File: src/sv/arpns_pkg.sv
// Shared constants for the arpeggiator note stepper: field widths,
// mode, direction and register codes, default sizes.
// No dependencies.
package arpns_pkg;

  // default sizes, handed to the top level parameters as their defaults
  localparam int MAX_HELD_DEF    = 16;
  localparam int MAX_OCTAVES_DEF = 8;

  // item field widths
  localparam int MODE_W  = 2;
  localparam int PITCH_W = 7;
  localparam int VEL_W   = 8;
  localparam int OUT_W   = 8;

  // configuration register widths
  localparam int DIR_W  = 2;
  localparam int RNG_W  = 4;
  localparam int CFG_W  = 4;
  localparam int CIDX_W = 1;

  // octave number width (octave is below the clamped range)
  localparam int OCT_W = 4;

  localparam int SEMITONES = 12;

  // input mode codes
  localparam logic [MODE_W-1:0] MODE_NOTE_ON  = 2'd0;
  localparam logic [MODE_W-1:0] MODE_NOTE_OFF = 2'd1;
  localparam logic [MODE_W-1:0] MODE_TICK     = 2'd2;

  // direction codes
  localparam logic [DIR_W-1:0] DIR_UP     = 2'd0;
  localparam logic [DIR_W-1:0] DIR_DOWN   = 2'd1;
  localparam logic [DIR_W-1:0] DIR_UPDOWN = 2'd2;
  localparam logic [DIR_W-1:0] DIR_STICKY = 2'd3;

  // configuration register indexes
  localparam logic [CIDX_W-1:0] CFG_DIRECTION    = 1'b0;
  localparam logic [CIDX_W-1:0] CFG_OCTAVE_RANGE = 1'b1;

  localparam logic [RNG_W-1:0] RNG_RESET = 4'd1;

endpackage

File: src/sv/arpns_in_if.sv
// Input channel of the arpeggiator note stepper: valid/ready plus note item.
// Depends on arpns_pkg.
interface arpns_in_if;
  logic                             valid;
  logic                             ready;
  logic [arpns_pkg::MODE_W-1:0]     mode;
  logic [arpns_pkg::PITCH_W-1:0]    note_pitch;
  logic [arpns_pkg::VEL_W-1:0]      note_velocity;

  modport source (output valid, output mode, output note_pitch, output note_velocity,
                  input ready);
  modport sink   (input valid, input mode, input note_pitch, input note_velocity,
                  output ready);
endinterface

File: src/sv/arpns_out_if.sv
// Output channel of the arpeggiator note stepper: valid/ready plus step item.
// Depends on arpns_pkg.
interface arpns_out_if;
  logic                          valid;
  logic                          ready;
  logic [arpns_pkg::OUT_W-1:0]   step_pitch;
  logic [arpns_pkg::VEL_W-1:0]   step_velocity;

  modport source (output valid, output step_pitch, output step_velocity, input ready);
  modport sink   (input valid, input step_pitch, input step_velocity, output ready);
endinterface

File: src/sv/arpns_note_ram.sv
// Held-note store: one write port, one read port with registered read data.
// Depends on arpns_pkg.
module arpns_note_ram #(
  parameter int DEPTH = arpns_pkg::MAX_HELD_DEF,
  parameter int AW    = 4
) (
  input  logic                          clk_i,
  input  logic                          we_i,
  input  logic [AW-1:0]                 waddr_i,
  input  logic [arpns_pkg::PITCH_W-1:0] wdata_i,
  input  logic [AW-1:0]                 raddr_i,
  output logic [arpns_pkg::PITCH_W-1:0] rdata_o
);

  logic [arpns_pkg::PITCH_W-1:0] mem [DEPTH];

  always_ff @(posedge clk_i) begin
    if (we_i) begin
      mem[waddr_i] <= wdata_i;
    end
    rdata_o <= mem[raddr_i];
  end

endmodule

File: src/sv/arpns_divmod.sv
// Iterative divide unit: one compare and subtract per cycle, gives quotient
// (octave) and remainder (note slot). Depends on arpns_pkg.
module arpns_divmod #(
  parameter int SW = 9,
  parameter int CW = 5
) (
  input  logic                        clk_i,
  input  logic                        rst_ni,
  input  logic                        start_i,
  input  logic [SW-1:0]               dividend_i,
  input  logic [CW-1:0]               divisor_i,
  output logic                        done_o,
  output logic [SW-1:0]               rem_o,
  output logic [arpns_pkg::OCT_W-1:0] quo_o
);

  logic                        busy_q, busy_d;
  logic [SW-1:0]               rem_q, rem_d;
  logic [arpns_pkg::OCT_W-1:0] quo_q, quo_d;
  logic [SW-1:0]               dsr;
  logic                        fits;

  assign dsr  = SW'(divisor_i);
  assign fits = (rem_q >= dsr);

  always_comb begin
    busy_d = busy_q;
    rem_d  = rem_q;
    quo_d  = quo_q;
    if (start_i) begin
      busy_d = 1'b1;
      rem_d  = dividend_i;
      quo_d  = '0;
    end else if (busy_q) begin
      if (fits) begin
        rem_d = rem_q - dsr;
        quo_d = quo_q + arpns_pkg::OCT_W'(1);
      end else begin
        busy_d = 1'b0;
      end
    end
  end

  always_ff @(posedge clk_i or negedge rst_ni) begin
    if (!rst_ni) begin
      busy_q <= 1'b0;
    end else begin
      busy_q <= busy_d;
    end
  end

  always_ff @(posedge clk_i) begin
    rem_q <= rem_d;
    quo_q <= quo_d;
  end

  assign done_o = busy_q && !fits;
  assign rem_o  = rem_q;
  assign quo_o  = quo_q;

endmodule

File: src/sv/arpeggiator_note_stepper_unit.sv
// Arpeggiator note stepper top level: sequencer, held-note store, divide unit.
// Depends on arpns_pkg, arpns_in_if, arpns_out_if, arpns_note_ram, arpns_divmod.
//
//   channel  dir  handshake      payload
//   in_i     in   valid/ready    mode, note_pitch, note_velocity
//   out_o    out  valid/ready    step_pitch, step_velocity
//   cfg      in   cfg_we_i       cfg_idx_i, cfg_data_i
//
// One item at a time. A note on or off scans the sorted store, a read and a
// compare state for each held note up to the slot, then moves the entries
// above it, a read and a write state each. A tick runs the multiply, length,
// position, divide, add and output states; the divide unit is the octave loop.
// Reset: count, step, velocity, valid to 0, DIR_UP, range 1; no clearing pass.
// A result waits in the output register while the next item is taken in.
module arpeggiator_note_stepper_unit #(
  parameter int MAX_HELD    = arpns_pkg::MAX_HELD_DEF,
  parameter int MAX_OCTAVES = arpns_pkg::MAX_OCTAVES_DEF
) (
  input  logic                          clk_i,
  input  logic                          rst_ni,
  input  logic                          cfg_we_i,
  input  logic [arpns_pkg::CIDX_W-1:0]  cfg_idx_i,
  input  logic [arpns_pkg::CFG_W-1:0]   cfg_data_i,
  arpns_in_if.sink                      in_i,
  arpns_out_if.source                   out_o
);

  localparam int CW = $clog2(MAX_HELD + 1);
  localparam int AW = (MAX_HELD > 1) ? $clog2(MAX_HELD) : 1;
  localparam int TW = $clog2(MAX_HELD * MAX_OCTAVES + 1);
  localparam int SW = $clog2(2 * MAX_HELD * MAX_OCTAVES + 1);
  localparam int PW = arpns_pkg::PITCH_W;

  typedef enum logic [3:0] {
    S_IDLE, S_SCAN_RD, S_SCAN_CMP, S_DECIDE, S_INS_RD, S_INS_WR, S_DEL_RD,
    S_DEL_WR, S_TICK_MUL, S_TICK_LEN, S_TICK_POS, S_DIV, S_ADD, S_OUT
  } state_e;

  state_e                          state_q, state_d;
  logic [CW-1:0]                   cnt_q, cnt_d;
  logic [SW-1:0]                   step_q, step_d;
  logic [arpns_pkg::VEL_W-1:0]     vel_q, vel_d;
  logic [arpns_pkg::DIR_W-1:0]     dir_q, dir_d;
  logic [arpns_pkg::RNG_W-1:0]     rng_q, rng_d;
  logic [PW-1:0]                   pitch_q, pitch_d;
  logic [arpns_pkg::VEL_W-1:0]     vin_q, vin_d;
  logic                            on_q, on_d;
  logic [CW-1:0]                   idx_q, idx_d;
  logic [CW-1:0]                   j_q, j_d;
  logic                            present_q, present_d;
  logic [TW-1:0]                   total_q, total_d;
  logic [SW-1:0]                   len_q, len_d;
  logic [SW-1:0]                   stepc_q, stepc_d;
  logic [arpns_pkg::OUT_W-1:0]     res_q, res_d;
  logic                            oval_q, oval_d;
  logic [arpns_pkg::OUT_W-1:0]     opitch_q, opitch_d;
  logic [arpns_pkg::VEL_W-1:0]     ovel_q, ovel_d;

  logic                            mem_we;
  logic [AW-1:0]                   mem_waddr, mem_raddr;
  logic [PW-1:0]                   mem_wdata, mem_rdata;

  logic                            div_start, div_done;
  logic [SW-1:0]                   div_s, div_rem;
  logic [arpns_pkg::OCT_W-1:0]     div_quo;

  logic                            in_acc;
  logic [arpns_pkg::RNG_W-1:0]     rng_eff;
  logic [SW-1:0]                   tot_s, two_t, stepc_inc;
  logic [CW:0]                     j_inc;
  logic [PW+1:0]                   psum;

  assign in_i.ready = (state_q == S_IDLE);
  assign in_acc     = in_i.valid && in_i.ready;

  assign rng_eff = (rng_q == '0) ? arpns_pkg::RNG_W'(1) :
                   (rng_q > arpns_pkg::RNG_W'(MAX_OCTAVES)) ?
                   arpns_pkg::RNG_W'(MAX_OCTAVES) : rng_q;

  assign tot_s     = SW'(total_q);
  assign two_t     = tot_s << 1;
  assign stepc_inc = stepc_q + SW'(1);
  assign j_inc     = (CW+1)'(j_q) + (CW+1)'(1);
  assign psum      = (PW+2)'(mem_rdata) + (PW+2)'(div_quo) * (PW+2)'(arpns_pkg::SEMITONES);

  // slot position inside the pattern for the current direction
  always_comb begin
    case (dir_q)
      arpns_pkg::DIR_DOWN:   div_s = tot_s - SW'(1) - stepc_q;
      arpns_pkg::DIR_UPDOWN: div_s = (stepc_q < tot_s) ? stepc_q : two_t - SW'(2) - stepc_q;
      arpns_pkg::DIR_STICKY: div_s = (stepc_q < tot_s) ? stepc_q : two_t - SW'(1) - stepc_q;
      default:               div_s = stepc_q;
    endcase
  end

  // store port selection
  always_comb begin
    mem_we    = 1'b0;
    mem_waddr = j_q[AW-1:0];
    mem_wdata = mem_rdata;
    mem_raddr = idx_q[AW-1:0];
    case (state_q)
      S_INS_RD: begin
        mem_raddr = AW'(j_q - CW'(1));
        if (j_q == idx_q) begin
          mem_we    = 1'b1;
          mem_waddr = idx_q[AW-1:0];
          mem_wdata = pitch_q;
        end
      end
      S_INS_WR: mem_we = 1'b1;
      S_DEL_RD: mem_raddr = AW'(j_inc);
      S_DEL_WR: mem_we = 1'b1;
      S_DIV:    mem_raddr = div_rem[AW-1:0];
      default:  mem_raddr = idx_q[AW-1:0];
    endcase
  end

  assign div_start = (state_q == S_TICK_POS);

  always_comb begin
    state_d   = state_q;
    cnt_d     = cnt_q;
    step_d    = step_q;
    vel_d     = vel_q;
    dir_d     = dir_q;
    rng_d     = rng_q;
    pitch_d   = pitch_q;
    vin_d     = vin_q;
    on_d      = on_q;
    idx_d     = idx_q;
    j_d       = j_q;
    present_d = present_q;
    total_d   = total_q;
    len_d     = len_q;
    stepc_d   = stepc_q;
    res_d     = res_q;
    oval_d    = oval_q;
    opitch_d  = opitch_q;
    ovel_d    = ovel_q;

    if (oval_q && out_o.ready) begin
      oval_d = 1'b0;
    end

    if (cfg_we_i) begin
      case (cfg_idx_i)
        arpns_pkg::CFG_DIRECTION:    dir_d = cfg_data_i[arpns_pkg::DIR_W-1:0];
        arpns_pkg::CFG_OCTAVE_RANGE: rng_d = cfg_data_i[arpns_pkg::RNG_W-1:0];
        default:                     dir_d = dir_q;
      endcase
    end

    case (state_q)
      S_IDLE: begin
        if (in_acc) begin
          pitch_d = in_i.note_pitch;
          vin_d   = in_i.note_velocity;
          on_d    = (in_i.mode == arpns_pkg::MODE_NOTE_ON);
          idx_d   = '0;
          case (in_i.mode)
            arpns_pkg::MODE_NOTE_ON,
            arpns_pkg::MODE_NOTE_OFF: state_d = S_SCAN_RD;
            arpns_pkg::MODE_TICK: begin
              if (cnt_q != '0) state_d = S_TICK_MUL;
            end
            default: state_d = S_IDLE;
          endcase
        end
      end
      S_SCAN_RD: begin
        if (idx_q == cnt_q) begin
          present_d = 1'b0;
          state_d   = S_DECIDE;
        end else begin
          state_d = S_SCAN_CMP;
        end
      end
      S_SCAN_CMP: begin
        if (mem_rdata < pitch_q) begin
          idx_d   = idx_q + CW'(1);
          state_d = S_SCAN_RD;
        end else begin
          present_d = (mem_rdata == pitch_q);
          state_d   = S_DECIDE;
        end
      end
      S_DECIDE: begin
        state_d = S_IDLE;
        if (on_q) begin
          if (present_q) begin
            vel_d = vin_q;
          end else if (cnt_q != CW'(MAX_HELD)) begin
            j_d     = cnt_q;
            state_d = S_INS_RD;
          end
        end else if (present_q) begin
          j_d     = idx_q;
          state_d = S_DEL_RD;
        end else if (cnt_q == '0) begin
          step_d = '0;
        end
      end
      S_INS_RD: begin
        if (j_q == idx_q) begin
          // slot is open: drop the note in
          cnt_d   = cnt_q + CW'(1);
          vel_d   = vin_q;
          if (cnt_q == '0) step_d = '0;
          state_d = S_IDLE;
        end else begin
          state_d = S_INS_WR;
        end
      end
      S_INS_WR: begin
        j_d     = j_q - CW'(1);
        state_d = S_INS_RD;
      end
      S_DEL_RD: begin
        if (j_inc >= (CW+1)'(cnt_q)) begin
          cnt_d   = cnt_q - CW'(1);
          if (cnt_q == CW'(1)) step_d = '0;
          state_d = S_IDLE;
        end else begin
          state_d = S_DEL_WR;
        end
      end
      S_DEL_WR: begin
        j_d     = CW'(j_inc);
        state_d = S_DEL_RD;
      end
      S_TICK_MUL: begin
        total_d = TW'(TW'(cnt_q) * TW'(rng_eff));
        state_d = S_TICK_LEN;
      end
      S_TICK_LEN: begin
        case (dir_q)
          arpns_pkg::DIR_UPDOWN: len_d = (total_q > TW'(1)) ? two_t - SW'(2) : SW'(1);
          arpns_pkg::DIR_STICKY: len_d = (total_q > TW'(1)) ? two_t : SW'(1);
          default:               len_d = tot_s;
        endcase
        // a stale step past the pattern end restarts it
        stepc_d = (step_q >= len_d) ? '0 : step_q;
        state_d = S_TICK_POS;
      end
      S_TICK_POS: begin
        step_d  = (stepc_inc >= len_q) ? '0 : stepc_inc;
        state_d = S_DIV;
      end
      S_DIV: begin
        if (div_done) state_d = S_ADD;
      end
      S_ADD: begin
        res_d   = psum[PW+1] ? '1 : psum[arpns_pkg::OUT_W-1:0];
        state_d = S_OUT;
      end
      S_OUT: begin
        if (!oval_q || out_o.ready) begin
          oval_d   = 1'b1;
          opitch_d = res_q;
          ovel_d   = vel_q;
          state_d  = S_IDLE;
        end
      end
      default: state_d = S_IDLE;
    endcase
  end

  always_ff @(posedge clk_i or negedge rst_ni) begin
    if (!rst_ni) begin
      state_q <= S_IDLE;
      cnt_q   <= '0;
      step_q  <= '0;
      vel_q   <= '0;
      dir_q   <= arpns_pkg::DIR_UP;
      rng_q   <= arpns_pkg::RNG_RESET;
      oval_q  <= 1'b0;
    end else begin
      state_q <= state_d;
      cnt_q   <= cnt_d;
      step_q  <= step_d;
      vel_q   <= vel_d;
      dir_q   <= dir_d;
      rng_q   <= rng_d;
      oval_q  <= oval_d;
    end
  end

  always_ff @(posedge clk_i) begin
    pitch_q   <= pitch_d;
    vin_q     <= vin_d;
    on_q      <= on_d;
    idx_q     <= idx_d;
    j_q       <= j_d;
    present_q <= present_d;
    total_q   <= total_d;
    len_q     <= len_d;
    stepc_q   <= stepc_d;
    res_q     <= res_d;
    opitch_q  <= opitch_d;
    ovel_q    <= ovel_d;
  end

  assign out_o.valid         = oval_q;
  assign out_o.step_pitch    = opitch_q;
  assign out_o.step_velocity = ovel_q;

  arpns_note_ram #(
    .DEPTH (MAX_HELD),
    .AW    (AW)
  ) u_ram (
    .clk_i   (clk_i),
    .we_i    (mem_we),
    .waddr_i (mem_waddr),
    .wdata_i (mem_wdata),
    .raddr_i (mem_raddr),
    .rdata_o (mem_rdata)
  );

  arpns_divmod #(
    .SW (SW),
    .CW (CW)
  ) u_div (
    .clk_i      (clk_i),
    .rst_ni     (rst_ni),
    .start_i    (div_start),
    .dividend_i (div_s),
    .divisor_i  (cnt_q),
    .done_o     (div_done),
    .rem_o      (div_rem),
    .quo_o      (div_quo)
  );

  a_cnt_bound: assert property (@(posedge clk_i) disable iff (!rst_ni)
    cnt_q <= CW'(MAX_HELD))
    else $error("held note count above capacity");

  a_div_in_tick: assert property (@(posedge clk_i) disable iff (!rst_ni)
    div_done |-> state_q == S_DIV)
    else $error("divide unit finished outside a tick");

  a_out_load: assert property (@(posedge clk_i) disable iff (!rst_ni)
    $rose(oval_q) |-> $past(state_q) == S_OUT)
    else $error("result raised without a finished tick");

endmodule
File: src/flat_wrapper.sv
// flat-port wrapper written by rule: the top's interface ports become plain ports
module arpeggiator_note_stepper_unit_flat 
#(
  parameter int MAX_HELD    = arpns_pkg::MAX_HELD_DEF,
  parameter int MAX_OCTAVES = arpns_pkg::MAX_OCTAVES_DEF
)
  (clk_i, rst_ni, cfg_we_i, cfg_idx_i, cfg_data_i, in_i_valid, in_i_mode, in_i_note_pitch, in_i_note_velocity, in_i_ready, out_o_valid, out_o_step_pitch, out_o_step_velocity, out_o_ready);
  arpns_in_if in_i_i ();
  arpns_out_if out_o_i ();
  input  logic clk_i;
  input  logic rst_ni;
  input  logic cfg_we_i;
  input  logic [arpns_pkg::CIDX_W-1:0] cfg_idx_i;
  input  logic [arpns_pkg::CFG_W-1:0] cfg_data_i;
  input wire logic [$bits(in_i_i.valid)-1:0] in_i_valid;
  input wire logic [$bits(in_i_i.mode)-1:0] in_i_mode;
  input wire logic [$bits(in_i_i.note_pitch)-1:0] in_i_note_pitch;
  input wire logic [$bits(in_i_i.note_velocity)-1:0] in_i_note_velocity;
  output wire logic [$bits(in_i_i.ready)-1:0] in_i_ready;
  output wire logic [$bits(out_o_i.valid)-1:0] out_o_valid;
  output wire logic [$bits(out_o_i.step_pitch)-1:0] out_o_step_pitch;
  output wire logic [$bits(out_o_i.step_velocity)-1:0] out_o_step_velocity;
  input wire logic [$bits(out_o_i.ready)-1:0] out_o_ready;
  assign in_i_i.valid = in_i_valid;
  assign in_i_i.mode = in_i_mode;
  assign in_i_i.note_pitch = in_i_note_pitch;
  assign in_i_i.note_velocity = in_i_note_velocity;
  assign in_i_ready = in_i_i.ready;
  assign out_o_valid = out_o_i.valid;
  assign out_o_step_pitch = out_o_i.step_pitch;
  assign out_o_step_velocity = out_o_i.step_velocity;
  assign out_o_i.ready = out_o_ready;
  arpeggiator_note_stepper_unit #(.MAX_HELD(MAX_HELD), .MAX_OCTAVES(MAX_OCTAVES)) u_core (.clk_i(clk_i), .rst_ni(rst_ni), .cfg_we_i(cfg_we_i), .cfg_idx_i(cfg_idx_i), .cfg_data_i(cfg_data_i), .in_i(in_i_i), .out_o(out_o_i));
endmodule
File: config.mk
export PLATFORM = sky130hd
export DESIGN_NAME = arpeggiator_note_stepper_unit_flat
export DESIGN_NICKNAME = d
export VERILOG_FILES = /design/src/sv/arpns_pkg.sv /design/src/sv/arpns_in_if.sv /design/src/sv/arpns_out_if.sv /design/src/sv/arpns_note_ram.sv /design/src/sv/arpns_divmod.sv /design/src/sv/arpeggiator_note_stepper_unit.sv /design/src/flat_wrapper.sv
export SDC_FILE = /design/constraint.sdc
export NUM_CORES = 1
export LEC_CHECK = 0
export BUFFER_PORTS_ARGS = -buffer_cell sky130_fd_sc_hd__clkbuf_2
export CAP_MARGIN = 15
export CORE_AREA = 5 5 163 165
export DETAILED_ROUTE_END_ITERATION = 8
export DIE_AREA = 0 0 168 170
export HOLD_SLACK_MARGIN = 0.12
export PLACE_DENSITY = 0.74
export SLEW_MARGIN = 20
export SYNTH_ARGS = -nofsm -noshare
export SYNTH_HDL_FRONTEND = slang
export SYNTH_SLANG_ARGS = --single-unit
File: constraint.sdc
create_clock -name clk_i -period 3.1 [get_ports clk_i]
set_clock_uncertainty 0.15 [all_clocks]
set_input_delay 0.93 -clock clk_i [delete_from_list [all_inputs] [get_ports clk_i]]
set_output_delay 0.93 -clock clk_i [all_outputs]
set_load 0.01 [all_outputs]
==> impl_results.md, run 1 <==
* Status: complete, but fails checks
* Failing checks: setup timing
* First-pass detailed-route iteration total at 5
* Critical R2R Launch: u_core.total_q[4]
* Drt wl/cell at 18.6 µm
* Crit path cell chain: or4_4, nor4_4, nand2_1, o21ai_2, ha_1, nand2b_4, a21o_1, a21o_1, a21o_1, a21oi_4, nor2b_4, o41ai_2
* Synthesis-to-layout area growth at 16.4%
* Crit path launch type: register
* Fin crit period at 3.16 ns
* FMAX at 317 MHz
* Gr ovfl total at 0
* Leakage at 6.87 nW
* Hold depth at 0
* RSZ-0062 raised after global routing: yes
* CTS H-tree depth at 1
* Core Area at 0.0249 mm²
* Syn_area_per_cell at 11.4 µm²
* First-pass GRT wire length at 50700 µm
* CTS tree: yes
* Num CTS Buffers at 26
* Sink Count at 243
* Site row count at 58
* Final Hold Viols at 0
* Synth Cell Area at 0.0140 mm²
* Worst-Margin Slew at 0.851 ns
* Initial antenna violation count at 0
* Ant diodes at 0
* Io pins at 45
* Final net count at 1480
* CTS root buffer: clkbuf_16
* CP Capture Type: register
* Die Y-Extent at 170 µm
* Yosys cell types at 75
* Final GP Congestion at 0.899
* Tcrit/Tclk final at 1.02
* Number of synthesis warnings at 0
* Final ANT Viol Nets at 0
* Crit-path slowest cell: or4_4
* Critical path type: reg -> reg
* CP dominant cell by count: a21o_1
* Final Max Tran Viols at 0
* Initial Utilization at 0.564
* Via count at 9714
* Power per Cell Area at 940 mW/mm²
* Most used DFF post-synth: edfxtp_1
* Setup TNS Final at -0.381 ns
* Arr. time, crit path at 3.34 ns
* Max stage delay on crit path at 0.57 ns
* 1st-iter DRT viols at 754
* Max-Cap Viols at 0
* WP data required at 3.29 ns
* Total GRT Usage at 0.220
* Syn_nets at 1361
* Yosys reg bits at 243
* Filler cell count at 1793
* Slew HR at 0.429
* Worst R2R Setup Slack at -0.06 ns
* Post-synth EDFFs at 198
* Total Power at 15.4 mW
* Die width at 168 µm
* Final setup viols at 9
* Share of cells above drive strength 1 at 0.182
* Port Buffer Count at 44
* Clock Pin Slew Worst Setup and Hold Paths at 0.06 ns
* Syn Inst Count at 1229
* Vias/cell at 5.72
* Final worst setup slack at -0.0569 ns
* Die Footprint at 0.0286 mm²
* Largest net degree at the start of global routing at 36
* DR DRC count at 0
* DRT Wirelength at 31600 µm
* Reg2reg end: u_core.stepc_q[8]
* Seq/Total Area, Yosys at 0.500
* Hold path endpoint: u_core.out_o.step_pitch[5]
* Min-delay src: u_core.res_q[5]
* Hold Crit Class: reg -> reg
* Worst Path Buf+Inv at 0
* Peak VDD IR at 602 µV
* Asr flop ratio synth at 0.140
* Worst-Skew Late Latency at 0.53 ns
* R2R depth at 12
* Vias in the first global route at 9774
* Family with the most delay on the worst path: simple AND/OR/NAND/NOR gates
* Critical Path Fanout Max at 5
* Half-perimeter wire length after placement at 23000 µm
* Clk buf depth at 3
* Post-Place Setup Slack at -0.343 ns
==> worst reg2reg max path: stages (launching register included) <==
cell	delay, ns
edfxtp_1	0.39
or4_4	0.57
nor4_4	0.22
nand2_1	0.11
o21ai_2	0.08
ha_1	0.24
nand2b_4	0.14
a21o_1	0.18
a21o_1	0.17
a21o_1	0.20
a21oi_4	0.19
nor2b_4	0.10
o41ai_2	0.22
==> synthesized netlist by cell type, drive strengths merged, types with 5 or more instances <==
cell      n  share of area
nand3    26         0.0093
o21a     14         0.0075
a21oi    56          0.020
edfxtp  198           0.42
nor3     27         0.0096
and3      8         0.0036
fa       12          0.017
mux2i   120          0.086
a211oi    8         0.0043
mux2     16          0.013
nand4     7         0.0031
xor2     21          0.013
a21bo     7         0.0050
o21ai    50          0.018
inv      89          0.024
a21o     18         0.0096
nor2b    23          0.010
dfxtp    11          0.016
ha       93          0.083
o21bai    7         0.0037
dfrtp    33          0.059
nand2b   21         0.0094
xnor2    50          0.031
nor2     79          0.021
and2      9         0.0040
or2       6         0.0027
o41ai    11         0.0069
o211ai    9         0.0048
nor4      6         0.0037
a31oi     6         0.0031
buf      23          0.011
o31ai     5         0.0030
nand2    76          0.020
clkbuf   29         0.0077
a21boi    5         0.0027
or3       6         0.0027
==> worst max path at each step <==
stage               cells past startpoint  slack (ns)              start           endpoint
floorplan                              13       -0.06  u_core.total_q[4]  u_core.stepc_q[0]
global placement                       11       -0.17  u_core.total_q[4]  u_core.stepc_q[0]
detailed placement                     11       -0.34  u_core.total_q[4]  u_core.stepc_q[8]
CTS                                    12       -0.05  u_core.total_q[4]  u_core.stepc_q[8]
global route                           12       -0.22  u_core.total_q[4]  u_core.stepc_q[3]
finish                                 12       -0.06  u_core.total_q[4]  u_core.stepc_q[8]
==> area by class of cell <==
| class | count | area (µm²) | share of cell area |
|---|---|---|---|
| repair buffers | 142 | 1010 | 0.0617 |
| multi-input cells | 846 | 6700 | 0.409 |
| flip-flops and latches | 243 | 7020 | 0.429 |
| clock inverters | 13 | 181 | 0.0111 |
| well taps | 330 | 413 | 0.0252 |
| clock buffers | 35 | 704 | 0.0431 |
| inverters | 89 | 334 | 0.0204 |
==> layer usage <==
layer,global-route usage,share of wire,vias up
met3,0.0358,0.060,61
met1,0.309,0.45,4678
met5,0,0,-
met4,0.0575,0.024,0
li1,-,-,4697
met2,0.360,0.47,278
==> logic make-up after synthesis <==
group / count (synthesis) / share of synthesized area
AOI/OAI and AO/OA: 226 / 0.108
xor gates and xnor gates: 71 / 0.0443
adders and majority gates: 105 / 0.0999
buffers and inverters: 141 / 0.0427
DFF: 243 / 0.500
muxes: 136 / 0.0983
and+or+nand+nor: 307 / 0.107
==> power breakdown <==
group	internal (mW)	switching (mW)	leakage (nW)
clock	1.93	1.24	0.432
sequential	4.53	0.482	2.32
combinational	3.15	4.05	4.12
==> cell usage in the layout (no fill, tap or decap), drive strengths merged, types with 9 or more instances in the layout <==
cell,synthesis,layout
nand2,76,76
mux2,16,16
fa,12,12
o41ai,11,11
xor2,21,21
nand3,26,26
mux2i,120,120
nor2b,23,24
inv,89,90
nor2,79,79
xnor2,50,50
a21oi,56,56
o211ai,9,9
clkbuf,29,79
a21o,18,18
and2,9,9
nand2b,21,21
edfxtp,198,198
nor3,27,27
dfxtp,11,11
dfrtp,33,33
ha,93,93
o21a,14,14
buf,23,98
o21ai,50,50
==> per-stage QoR <==
| stage | utilization | cells | cell area (µm²) | hold WS (ns) |
|---|---|---|---|---|
| floorplan | - | 1229 | 14100 | 0.250 |
| global placement | 0.613 | 1646 | 15300 | 0.251 |
| detailed placement | 0.613 | 1646 | 15300 | 0.258 |
| CTS | 0.652 | 1696 | 16200 | 0.269 |
| global route | 0.657 | 1698 | 16400 | 0.276 |
| finish | 0.657 | 1698 | 16400 | 0.269 |
==> registers in the layout (all words and copies together), names as in the netlist, 8 cells and up <==
register                    count
u_core.len_q                    9
u_core.out_o.step_pitch         8
u_core.out_o.step_velocity      8
u_core.res_q                    8
u_core.step_q                   9
u_core.stepc_q                  9
u_core.total_q                  8
u_core.u_div.rem_o              9
u_core.u_ram.mem              112
u_core.vel_q                    8
u_core.vin_q                    8
==> timing repair <==
item / CTS / global route
setup buffers: 1 / 2
setup endpoints to repair: 10 / 13
hold buffers: 0 / 0
resized for setup: 10 / 18
pin swaps: 3 / 16
gates cloned: 1 / 0
No activity file was read; power rests on OpenSTA's default activity.
==> inputs of run 2 (changes only) <==
- CORE_AREA: 5 5 163 165 -> 5 5 172 157
- DIE_AREA: 0 0 168 170 -> 0 0 177 162
- PLACE_DENSITY: 0.74 -> 0.73
==> impl_results.md, run 2 (same netlist as run 1, synthesis figures left out) <==
* Status: complete, but fails checks
* Failing checks: setup timing
* Site row count at 55 (-5.2%)
* First-pass GRT wire length at 51000 µm (+0.57%)
* Arr. time, crit path at 3.31 ns (-0.03 ns)
* Final Instance Area at 0.0163 mm² (-0.27%)
* Via count at 9896 (+1.9%)
* Psw at 5.84 mW (+1.3%)
* R2R depth at 12 (unchanged)
* Final net count at 1487 (+0.47%)
* Die Y-Extent at 162 µm (-4.7%)
* Clk buf depth at 3 (unchanged)
* Final Max Tran Viols at 0 (unchanged)
* DR DRC count at 0 (unchanged)
* Half-perimeter wire length after placement at 23700 µm (+3.1%)
* Commonest non-fill, non-tap cell in the layout: edfxtp_1
* Share of cells above drive strength 1 at 0.182 (-0.000199)
* Max-Cap Viols at 0 (unchanged)
* Sink Count at 243 (unchanged)
* Crit path launch type: register
* Placed insts at 1667 (+1.3%)
* Vias in the first global route at 9534 (-2.5%)
* Final ANT Viol Nets at 0 (unchanged)
* Final Hold Viols at 0 (unchanged)
* Slew HR at 0.419 (-0.00992)
* Gr ovfl total at 0 (unchanged)
* CTS H-tree depth at 1 (unchanged)
* CP Capture Type: register
* Most frequent cells in the layout: edfxtp_1, mux2i_1, buf_4
* Sw Share at 0.385 (+0.0103)
* Levels on crit path at 12 (unchanged)
* Die Footprint at 0.0287 mm² (+0.40%)
* Power per Cell Area at 929 mW/mm² (-1.2%)
* Critical path type: reg -> reg
* DRT Wirelength at 32300 µm (+2.4%)
* Io pins at 45 (unchanged)
* Family with the most delay on the worst path: simple AND/OR/NAND/NOR gates
* Leakage at 6.84 nW (-0.42%)
* Die width at 177 µm (+5.4%)
* Top reg by flops: u_core.u_ram.mem
* Num CTS Buffers at 26 (unchanged)
* Peak VDD IR at 502 µV (-17%)
* Worst-Skew Late Latency at 0.53 ns (about the same)
* Seq pwr share at 0.330 (+0.004)
* Initial Utilization at 0.564 (about the same)
* Critical Path Fanout Max at 5 (unchanged)
* Clock Power Share at 0.192 (-0.014)
* First-pass detailed-route iteration total at 5 (unchanged)
* Worst-Margin Slew at 0.869 ns (+0.0174 ns)
* Internal power component at 9.32 mW (-3.1%)
* Fin crit period at 3.12 ns (-0.0382 ns)
* Hold depth at 0 (unchanged)
* Final worst setup slack at -0.0187 ns (+0.0382 ns)
* Final GP Congestion at 0.916 (+1.9%)
* CTS tree: yes
* Clock Pin Slew Worst Setup and Hold Paths at 0.06 ns (about the same)
* Port Buffer Count at 44 (unchanged)
* WP data required at 3.29 ns (about the same)
* Non-Filler Instances at 1718 (+1.2%)
* Vias/cell at 5.76 (+0.69%)
* Post-DP Area at 0.0153 mm² (+0.48%)
* Hold Worst Slack at 0.268 ns (-0.00172 ns)
* Crit-path slowest cell: or4_4
* Worst Path Buf+Inv at 0 (unchanged)
* Tcrit/Tclk final at 1.01 (-0.0123)
* Final setup viols at 1 (-8)
* FMAX at 321 MHz (+1.2%)
* RSZ-0062 raised after global routing: yes
* Max stage delay on crit path at 0.56 ns (about the same)
* Hold Crit Class: reg -> reg
* Logic pwr share at 0.479 (+0.011)
* Initial antenna violation count at 1 (+1)
* Largest net degree at the start of global routing at 30 (-17%)
* CP dominant cell by count: a21o_1
* Core Area at 0.0249 mm² (about the same)
* Drt wl/cell at 18.8 µm (+1.2%)
* Max reg flops at 112 (unchanged)
* 1st-iter DRT viols at 783 (+3.8%)
* Crit path cell chain: or4_4, nor4_4, nand2_1, o21ai_2, ha_1, nand2b_4, a21o_1, a21o_1, a21o_1, a21oi_4, nor2b_4, o41ai_2
* Setup TNS Final at -0.0187 ns (+0.362 ns)
* Total GRT Usage at 0.225 (+0.00478)
* CTS root buffer: clkbuf_16
* Synthesis-to-layout area growth at 16.1%
## run 2: routing by layer
layer  global-route usage  vias to the layer above  routed length, µm
met5                    0                        -                  0
met4               0.0577                        0                833
met3               0.0421                       55               2510
met2                0.343                      377              14200
met1                0.334                     4742              14800
li1                     -                     4722                  -
## run 2: timing repair
action                                  in CTS  in global routing
cloned                                       1                  0
endpoints found under the hold margin        6                  0
pin swaps                                   10                 10
gates resized for setup                     12                 15
endpoints found under the setup margin      27                 72
setup buffers                                0                  1
hold buffers                                 1                  0
## run 2: cell type report
type	instances	area, µm²
flip-flops and latches	243	7020
repair buffers	149	1050
clock inverters	16	130
diodes	1	2.50
inverters	89	334
well taps	342	428
multi-input cells	846	6680
clock buffers	32	673
fillers	1882	8600
## run 2: worst paths after layout
| check | startpoint | slack, ns | to |
|---|---|---|---|
| max in group asynchronous | rst_ni | 1.60 | u_core.rng_q[0] |
| worst min register to register | u_core.res_q[6] | 0.27 | u_core.out_o.step_pitch[6] |
| worst max register to register | u_core.total_q[4] | -0.02 | u_core.stepc_q[2] |
| min in group asynchronous | rst_ni | 0.64 | u_core.step_q[5] |
| worst min-delay path | u_core.res_q[6] | 0.27 | u_core.out_o.step_pitch[6] |
| worst max-delay path | u_core.total_q[4] | -0.02 | u_core.stepc_q[2] |
## run 2: power groups by stage
stage               clock, mW  sequential, mW  combinational, mW
CTS                      2.97            4.99               7.15
floorplan                   0            4.87               5.21
finish                   2.91            4.99               7.26
global placement            0            5.04               6.78
global route             3.14            5.04               7.99
detailed placement          0            5.04               6.99
## run 2: through the flow
step | util | setup WS, ns | total power, mW
6_report | 0.655 | -0.0187 | 15.2
5_1_grt | 0.655 | -0.199 | 16.2
4_1_cts | 0.651 | -0.0269 | 15.1
3_5_place_dp | 0.616 | -0.306 | 12.0
3_3_place_gp | 0.616 | -0.162 | 11.8
2_1_floorplan | - | -0.0600 | 10.1
==> inputs of run 3 (changes only) <==
- REMOVE_ABC_BUFFERS: default -> 1
==> impl_results.md, run 3 (same netlist as run 1, synthesis figures left out) <==
* Vias in the first global route at 9666 (+1.4%)
* Worst-Skew Late Latency at 0.54 ns (about the same)
* Total Power at 15.8 mW (+4.5%)
* Clk buf depth at 3 (unchanged)
* Final worst setup slack at -0.0931 ns (-0.0743 ns)
* Hold buffers post-CTS at 0 (-1)
* CP Capture Type: register
* Final setup viols at 8 (+7)
* Die width at 177 µm (unchanged)
* Clock Power Share at 0.202 (+0.010)
* Sink Count at 243 (unchanged)
* CTS H-tree depth at 1 (unchanged)
* Vias/cell at 5.74 (-0.29%)
* Final GP Congestion at 0.949 (+3.5%)
* Total GRT Usage at 0.229 (+0.00395)
* Ant diodes at 0 (-1)
* Fin crit period at 3.19 ns (+0.0743 ns)
* Most frequent cells in the layout: edfxtp_1, mux2i_1, buf_4
* FMAX at 313 MHz (-2.3%)
* Core Area at 0.0249 mm² (unchanged)
* 1st-iter DRT viols at 878 (+12%)
* Port Buffer Count at 44 (unchanged)
* Final Hold Viols at 0 (unchanged)
* Hold Crit Class: in -> async
* Max reg flops at 112 (unchanged)
* WP data required at 3.28 ns (about the same)
* Failing checks: setup timing
* CTS tree: yes
* Status: complete, but fails checks
* Leakage at 7.01 nW (+2.4%)
* Tcrit/Tclk final at 1.03 (+0.0240)
* Via count at 9959 (+0.64%)
* First-pass GRT wire length at 52400 µm (+2.7%)
* Critical path type: reg -> reg
* Final Max Tran Viols at 0 (unchanged)
* Slew HR at 0.274 (-0.145)
* Worst-Margin Slew at 1.07 ns (+0.206 ns)
* DRT Wirelength at 33300 µm (+3.0%)
* First-pass detailed-route iteration total at 6 (+1)
* Crit path launch type: register
* CTS root buffer: clkbuf_16
* Critical Path Fanout Max at 4 (-1)
* Commonest non-fill, non-tap cell in the layout: edfxtp_1
* Power per Cell Area at 947 mW/mm² (+1.9%)
* Num CTS Buffers at 26 (unchanged)
* Seq pwr share at 0.317 (-0.013)
* Peak VDD IR at 497 µV (-1.2%)
* Internal power component at 9.83 mW (+5.4%)
* Psw at 6.01 mW (+2.9%)
* Io pins at 45 (unchanged)
* DR DRC count at 0 (unchanged)
* Sw Share at 0.379 (-0.00579)
* Site row count at 55 (unchanged)
* Logic pwr share at 0.481 (+0.002)
* Final Util at 0.671 (+0.0162)
* Initial antenna violation count at 0 (-1)
* Max-Cap Viols at 0 (unchanged)
* Arr. time, crit path at 3.38 ns (+0.07 ns)
* Die Y-Extent at 162 µm (unchanged)
* Clock Pin Slew Worst Setup and Hold Paths at 0.06 ns (about the same)
* Die Footprint at 0.0287 mm² (unchanged)
* Final net count at 1504 (+1.1%)
* Gr ovfl total at 0 (unchanged)
* Largest net degree at the start of global routing at 38 (+27%)
* Drt wl/cell at 19.2 µm (+2.0%)
* Share of cells above drive strength 1 at 0.209 (+0.0272)
* Initial Utilization at 0.564 (unchanged)
* Final ANT Viol Nets at 0 (unchanged)
* Synthesis-to-layout area growth at 19.0%
* Half-perimeter wire length after placement at 24100 µm (+2.0%)
* Top reg by flops: u_core.u_ram.mem
* RSZ-0062 raised after global routing: yes
==> run 3: cell count changes in the layout (fill, tap and decap cells not counted), sizes merged <==
cell | before | now
buf | 104 | 121
clkinv | 12 | 4
clkbuf | 76 | 80
bufinv | 1 | 3
inv | 91 | 93
clkinvlp | 1 | 2
diode | 1 | 0
dlygate4sd3 | 1 | 0
==> run 3: repair_timing <==
action / in CTS / in global routing
gates resized for setup: 13 / 60
buffers inserted: 5 / 14
cloned: 1 / 1
setup endpoints to repair: 10 / 23
pin swaps: 12 / 26
==> run 3: metrics by stage <==
stage / hold slack [ns] / setup WS [ns] / area, µm² / std cells / TNS [ns]
floorplan: 0.250 / -1.10 / 13800 / 1177 / -9.69
global placement: 0.253 / -0.102 / 15300 / 1666 / -0.884
detailed placement: 0.255 / -0.178 / 15300 / 1666 / -1.44
CTS: 0.228 / 0.00235 / 16300 / 1720 / 0
global route: 0.260 / -0.260 / 16700 / 1734 / -1.74
finish: 0.235 / -0.0931 / 16700 / 1734 / -0.396
==> run 3: path summary, 6_finish.rpt <==
kind	start	endpoint	slack, ns	cells after the start
worst max-delay path	u_core.total_q[3]	u_core.stepc_q[1]	-0.09	13
worst min-delay path	rst_ni	u_core.dir_q[0]	0.23	1
worst max register to register	u_core.total_q[3]	u_core.stepc_q[1]	-0.09	13
worst min register to register	u_core.res_q[6]	u_core.out_o.step_pitch[6]	0.27	0
max in group asynchronous	rst_ni	u_core.out_o.valid	1.99	2
min in group clk_i	u_core.res_q[6]	u_core.out_o.step_pitch[6]	0.27	0
==> run 3: layer usage <==
metal | wire length [µm] | vias to the layer above | global-route usage
li1 | - | 4755 | -
met1 | 15500 | 4778 | 0.351
met2 | 14600 | 376 | 0.345
met3 | 2490 | 50 | 0.0349
met4 | 654 | 0 | 0.0513
met5 | 0 | - | 0
==> run 3: final cells by class <==
type,count,area (µm²)
Multi-Input combinational cell,846,6820
Clock buffer,35,724
Sequential cell,243,7020
Fill cell,1824,8190
Timing Repair Buffer,166,1230
Inverter,89,337
Tap cell,342,428
Clock inverter,13,170
==> run 3: worst max-delay path: stages, from the launching register on <==
cell      delay, ns
edfxtp_1       0.40
or4_4          0.58
nor4_4         0.18
nand2_1        0.10
o21ai_2        0.08
ha_1           0.25
nand2b_4       0.14
a21o_1         0.15
a21o_1         0.15
a21o_1         0.18
a21oi_4        0.17
buf_4          0.13
nor2b_2        0.07
o41ai_1        0.26
==> run 3: power groups by stage <==
stage	registers, mW	clock network, mW	logic [mW]
floorplan	5.05	0	4.77
global placement	5.05	0	6.71
detailed placement	5.06	0	6.91
CTS	5.01	3.27	7.07
global route	5.07	3.41	8.38
finish	5.02	3.20	7.61
